`config.mk`:
```
export PLATFORM = sky130hd
export DESIGN_NAME = lpkst_ctrl
export DESIGN_NICKNAME = d
export VERILOG_FILES = /design/src/hw/rtl/lpkst_pkg.sv /design/src/hw/rtl/lpkst_ctrl.sv
export SDC_FILE = /design/constraint.sdc
export NUM_CORES = 1
export LEC_CHECK = 0
export BUFFER_PORTS_ARGS = -buffer_cell sky130_fd_sc_hd__buf_2
export CORE_AREA = 10 10 47 49
export DETAILED_ROUTE_END_ITERATION = 10
export DIE_AREA = 0 0 57 59
export SKIP_LAST_GASP = 1
export SLEW_MARGIN = 40
export SYNTH_ARGS = -nofsm -noshare
export SYNTH_HDL_FRONTEND = slang
export SYNTH_SLANG_ARGS = --single-unit
```
`constraint.sdc`:
```
create_clock -name clock -period 4.8 [get_ports clock]
set_input_delay 0.24 -clock clock [delete_from_list [all_inputs] [get_ports clock]]
set_output_delay 0.24 -clock clock [all_outputs]
set_load 0.02 [all_outputs]
```
`src/hw/rtl/lpkst_pkg.sv`:
```
package lpkst_pkg;

   // Field widths
   localparam int KEY_W      = 64;
   localparam int RSP_SLOT_W = 8;

   // Hash: eight 8-bit bytes times weights of at most 5 bits, XOR-ed, fit in 13 bits
   localparam int HASH_W   = 13;
   localparam int HASH_MAX = (1 << HASH_W) - 1;

   localparam int DEF_TABLE_SLOTS = 256;

   localparam logic [4:0] BYTE_WEIGHT [0:7] = '{5'd1, 5'd3, 5'd5, 5'd7,
                                                5'd31, 5'd13, 5'd17, 5'd23};

   // Result kinds loaded into the response register
   typedef enum logic [1:0] {
      RSP_REJECT = 2'd0,
      RSP_INSERT = 2'd1,
      RSP_FOUND  = 2'd2,
      RSP_FULL   = 2'd3
   } lpkst_rsp_sel_type;

   // Controller to datapath
   typedef struct packed {
      logic              clear_en;
      logic              capture;
      logic              reduce_hi;
      logic              probe_start;
      logic              probe_advance;
      logic              insert_wr;
      logic              rsp_load;
      lpkst_rsp_sel_type rsp_sel;
   } lpkst_cmd_type;

   // Datapath to controller
   typedef struct packed {
      logic clear_last;
      logic key_bad;
      logic probe_empty;
      logic probe_match;
      logic probe_last;
      logic rsp_free;
   } lpkst_sts_type;

   // Weighted byte XOR hash of a key, byte 0 in bits 7:0
   function automatic logic [HASH_W-1:0] lpkst_hash(input logic [KEY_W-1:0] key);
      logic [HASH_W-1:0] acc;
      acc = '0;
      for (int b = 0; b < 8; b++) begin
         acc = acc ^ (HASH_W'(key[8*b +: 8]) * HASH_W'(BYTE_WEIGHT[b]));
      end
      return acc;
   endfunction

endpackage

```
`src/hw/rtl/lpkst_ctrl.sv`:
```
module lpkst_ctrl (
   input  logic                    clock,
   input  logic                    reset,
   input  logic                    req_valid,
   output logic                    req_stall,
   input  lpkst_pkg::lpkst_sts_type sts,
   output lpkst_pkg::lpkst_cmd_type cmd
);
   import lpkst_pkg::*;

   typedef enum logic [4:0] {
      ST_CLEAR   = 5'b00001,
      ST_IDLE    = 5'b00010,
      ST_HASH_HI = 5'b00100,
      ST_HASH_LO = 5'b01000,
      ST_PROBE   = 5'b10000
   } ctrl_state_type;

   ctrl_state_type state_ff;
   ctrl_state_type state_in;

   // Accept a request only when idle
   assign req_stall = (state_ff != ST_IDLE);

   // Sequence clearing, hashing and probing
   always_comb begin
      state_in = state_ff;
      cmd      = '0;
      unique case (state_ff)
         ST_CLEAR: begin
            cmd.clear_en = 1'b1;
            if (sts.clear_last) begin
               state_in = ST_IDLE;
            end
         end
         ST_IDLE: begin
            if (req_valid) begin
               cmd.capture = 1'b1;
               state_in    = ST_HASH_HI;
            end
         end
         ST_HASH_HI: begin
            if (sts.key_bad) begin
               if (sts.rsp_free) begin
                  cmd.rsp_load = 1'b1;
                  cmd.rsp_sel  = RSP_REJECT;
                  state_in     = ST_IDLE;
               end
            end else begin
               cmd.reduce_hi = 1'b1;
               state_in      = ST_HASH_LO;
            end
         end
         ST_HASH_LO: begin
            cmd.probe_start = 1'b1;
            state_in        = ST_PROBE;
         end
         ST_PROBE: begin
            // Decide on the slot just read; hold it while the response is blocked
            priority if (sts.probe_empty) begin
               if (sts.rsp_free) begin
                  cmd.insert_wr = 1'b1;
                  cmd.rsp_load  = 1'b1;
                  cmd.rsp_sel   = RSP_INSERT;
                  state_in      = ST_IDLE;
               end
            end else if (sts.probe_match) begin
               if (sts.rsp_free) begin
                  cmd.rsp_load = 1'b1;
                  cmd.rsp_sel  = RSP_FOUND;
                  state_in     = ST_IDLE;
               end
            end else if (sts.probe_last) begin
               if (sts.rsp_free) begin
                  cmd.rsp_load = 1'b1;
                  cmd.rsp_sel  = RSP_FULL;
                  state_in     = ST_IDLE;
               end
            end else begin
               cmd.probe_advance = 1'b1;
            end
         end
         default: begin
            state_in = ST_CLEAR;
         end
      endcase
   end

   always_ff @(posedge clock) begin
      if (reset) begin
         state_ff <= ST_CLEAR;
      end else begin
         state_ff <= state_in;
      end
   end

endmodule

```
# Word level (Yosys, flattened, before mapping)
# Index checks and enable logic that the tools add are counted.
[classes]
add_sub_neg = 0
n_mul = 0
div = 0
order_cmp = 0
eq_ne = 9
shift = 0
muxes = 28
n_bitwise = 0
n_reduce_logical = 1
[op_table]
columns = ["operator", "count"]
rows = [
  ["5-bit two-way mux", 7],
  ["5-bit case mux with 5 select lines", 1],
  ["3-bit two-way mux", 7],
  ["1-bit two-way mux", 10],
  ["3-bit case mux with 2 select lines", 1],
  ["5-bit by 1-bit equality test with 1-bit output (second input constant)", 1],
  ["5-bit by 2-bit equality test with 1-bit output (second input constant)", 1],
  ["5-bit by 3-bit equality test with 1-bit output (second input constant)", 1],
  ["5-bit by 4-bit equality test with 1-bit output (second input constant)", 1],
  ["5-bit equality test (second input constant)", 1],
  ["5-bit by 2-bit != test with 1-bit output (second input constant)", 1],
  ["4-bit two-way mux", 1],
  ["2-bit != test (second input constant)", 2],
  ["4-bit != test (second input constant)", 1],
  ["3-bit AND reduction", 1],
  ["2-bit two-way mux", 1],
]
[word_totals]
register_bits = 5
latchBits = 0
mem_bits_rw = 0
mem_bits_ro = 0
inputBits = 9
output_inout_bits = 10
n_memories = 0

# Logic depth before layout (Yosys ltp)
[logic_depth]
word_depth = 5
mapped_depth = 5
depth_no_buf = 4

# Worst setup path before layout
# OpenSTA, ideal clock, no wires.
[synth_path]
path_type = "register to output"
from = "reg state_ff[1]"
to = "out cmd[1] (netlist name)"
arrival_ps = 1535
setup_slack_ps = 3025
path_stages_with_launch = 6
n_path_buf = 1
cell_sequence = "dfxtp_1 > or3_1 > buf_2 > nor2_1 > nand2_1 > nor3_1"
[synth_rtl]
columns = ["element", "line_no", "source"]
rows = [
  ["start: declaration", "lpkst_ctrl.sv:19", "ctrl_state_type state_ff;"],
  ["start signal: assignment", "lpkst_ctrl.sv:93", "state_ff <= state_in;"],
  ["end: declaration", "lpkst_ctrl.sv:7", "output lpkst_pkg::lpkst_cmd_type cmd"],
]

==> flow_metrics.tcl <==
set metrics [dict create \
    critical_path_required_ns 4.56 \
    cts.sinks 5 \
    synth_nets 60 \
    drtIter0Drc 24 \
    holdBufCountCts 0 \
    fin_skew_ns 0.00304 \
    irDropWorstVdd_mv 0.130 \
    die_height_um 59 \
    synth_cell_types 25 \
    cts_tree "built" \
    path_delay_family "simple AND/OR/NAND/NOR gates" \
    path_max_fanout 6 \
    grt_antenna_before_repair 0 \
    coreArea_um2 1400 \
    area_delta_synth_final_pct 34.1 \
    grt_pass1_vias 455 \
    worstPathCellList "or3_1 -> nor2_1 -> nand2_1 -> nor3_1 -> buf_2" \
    die-area_um2 3360 \
    vias_per_cell 4.93 \
    nets 82 \
    wirelength_mm 1.05 \
    timing.final.hold_violations 0 \
    h-tree-depth 1 \
    num_io_pins 19 \
    hpwl_um 880 \
    synth_cells 51 \
    netlist_area_um2 385 \
    diodes 0 \
    ant_nets 0 \
    r2r_start "state_ff[1]" \
    min_period_over_period_pct 41.2 \
    min_from "sts[4]" \
    regArea_um2 100 \
    final_layout_size_suffix_gt1_share_pct 38.9 \
    place.gp.congestion 0.838 \
    vias 434 \
    slowest_delay_ns 0.48 \
    rr_worst_depth 4 \
    drcViolationCount 0 \
    grt_first_pass_wirelength_mm 1.85 \
    avgSynthCellArea_um2 7.56 \
    layout_min_cycle_time_ns 1.98 \
    post_cts_resized 0 \
    path_buf_inv 1 \
    largest-register "state_ff" \
    start_util_pct 27.5 \
    max_freq_mhz 506 \
    cp.arrival_ns 1.74 \
    fillers 158 \
    dpl_cell_area_um2 490 \
    drv_slew 0 \
    first_pass_iters 4 \
    end_kind "primary output" \
    ys_ff_latch 5 \
    cpMaxStageDelayCell "or3_1" \
    clk_pin_slew_ns 0.04 \
    fp.dieW_um 57 \
    power_mw 0.115 \
    clock_latency_ns 0.24 \
    max_slew_margin_pct 82.7 \
    multi_input_area_um2 265 \
    startpoint_type "flip-flop" \
    post_cts_buffers 0 \
    cellLeakagePower_nw 0.267 \
    portBuffers 18 \
    stdcell_area_um2 517 \
    cts_made_buffers 3 \
    rsz0062_at_grt "no" \
    tightest_slew_ns 0.258 \
    seq_area_frac_synth_pct 26.0 \
    holdPathStages 2 \
    status "finished, final reports clean" \
    hold_class "in -> reg" \
    ys.warnings.count 0 \
    setup_violations 0 \
    r2r_slack_ns 3.20 \
    reg2reg_to "state_ff[4]" \
    wire_per_inst_um 12.0 \
    critPathKind "reg -> out" \
    gr-total-overflow 0 \
    rows 14 \
    largest_reg_flops 5 \
    cts_buffer_depth 2 \
    hold_end "state_ff[3]" \
    clockRootBuffer "clkbuf_4" \
    maxCapViolations 0 \
    cp.depth 5 \
    setup_tns_ns 0 \
    grt_max_degree 7 \
    track_usage_pct 6.74 \
    reg_top3 "state_ff x5" \
    p_per_area_nw_per_um2 222 \
]
## Yosys cell counts (all sizes together)
cell type  instances  area share (%)
nand3b             1             1.9
or3                1             1.6
o22ai              1             1.6
o311a              1             2.9
nand4b             1             2.3
and2               2             3.2
o211ai             1             3.2
o21ai              2             2.6
o21bai             2             3.9
or3b               1             2.9
a221oi             1             3.9
a21oi              2             2.6
a31oi              1             1.6
inv                4             3.9
o21a               1             1.9
nor2               6             5.8
nor3               7             9.1
nor2b              3             4.9
or2b               1             2.3
nand2              2             1.9
dfxtp              5              26
nor3b              1             3.2
and3               3             5.2
buf                1             1.3
## worst max-delay path by stage
stage	to	slack, ns	from
6_report	cmd[1]	2.82	state_ff[1]
5_1_grt	cmd[1]	2.61	state_ff[1]
4_1_cts	cmd[4]	2.84	state_ff[1]
3_5_place_dp	cmd[4]	3.10	state_ff[1]
3_3_place_gp	cmd[1]	3.12	state_ff[1]
2_1_floorplan	cmd[1]	3.03	state_ff[1]
## routing by layer
layer	wire [um]	track usage, %
met5	0	0
met4	0	4.03
met3	58	3.00
met2	517	11.0
met1	477	7.02
## power by group
group	total, mW	switching [mW]	internal (mW)	leakage (nW)
clock	0.0468	0.0155	0.0313	0.0150
sequential	0.0453	0.00201	0.0433	0.0407
combinational	0.0227	0.0128	0.00991	0.211
## per-stage QoR
stage / util (%) / cells / hold slack, ns / worst slack (ns)
6_report: 36.9 / 88 / 0.189 / 2.82
5_1_grt: 36.9 / 88 / 0.193 / 2.61
4_1_cts: 36.9 / 88 / 0.182 / 2.84
3_5_place_dp: 35.0 / 84 / 0.436 / 3.10
3_3_place_gp: 35.0 / 84 / 0.431 / 3.12
2_1_floorplan: - / 51 / 0.306 / 3.03
## cell families (layout without fill, tap and decap cells)
kind of cell / count (synthesis) / count (layout) / synth area share (%)
buf+inv: 5 / 26 / 5.19
flops: 5 / 5 / 26.0
compound gates: 12 / 12 / 24.4
simple gates: 29 / 29 / 44.5
## cell type report
type,count,share of cell area [%]
multi-input combinational,41,51.3
sequential,5,19.4
timing repair buffer,18,17.4
clock buffer,4,5.08
tap,16,3.87
inverter,4,2.91
## cells in the final DEF, fill, tap and decap left out, types with 2 or more instances in the layout
master and instances:
a21oi_1 2, and2_1 2, and3_1 2, buf_2 18, clkbuf_4 3, dfxtp_1 5
inv_1 4, nand2_1 2, nor2_1 6, nor2b_1 3, nor3_1 7, o21ai_0 2
o21bai_1 2
Note: power is estimated with default switching activity, not from simulation.
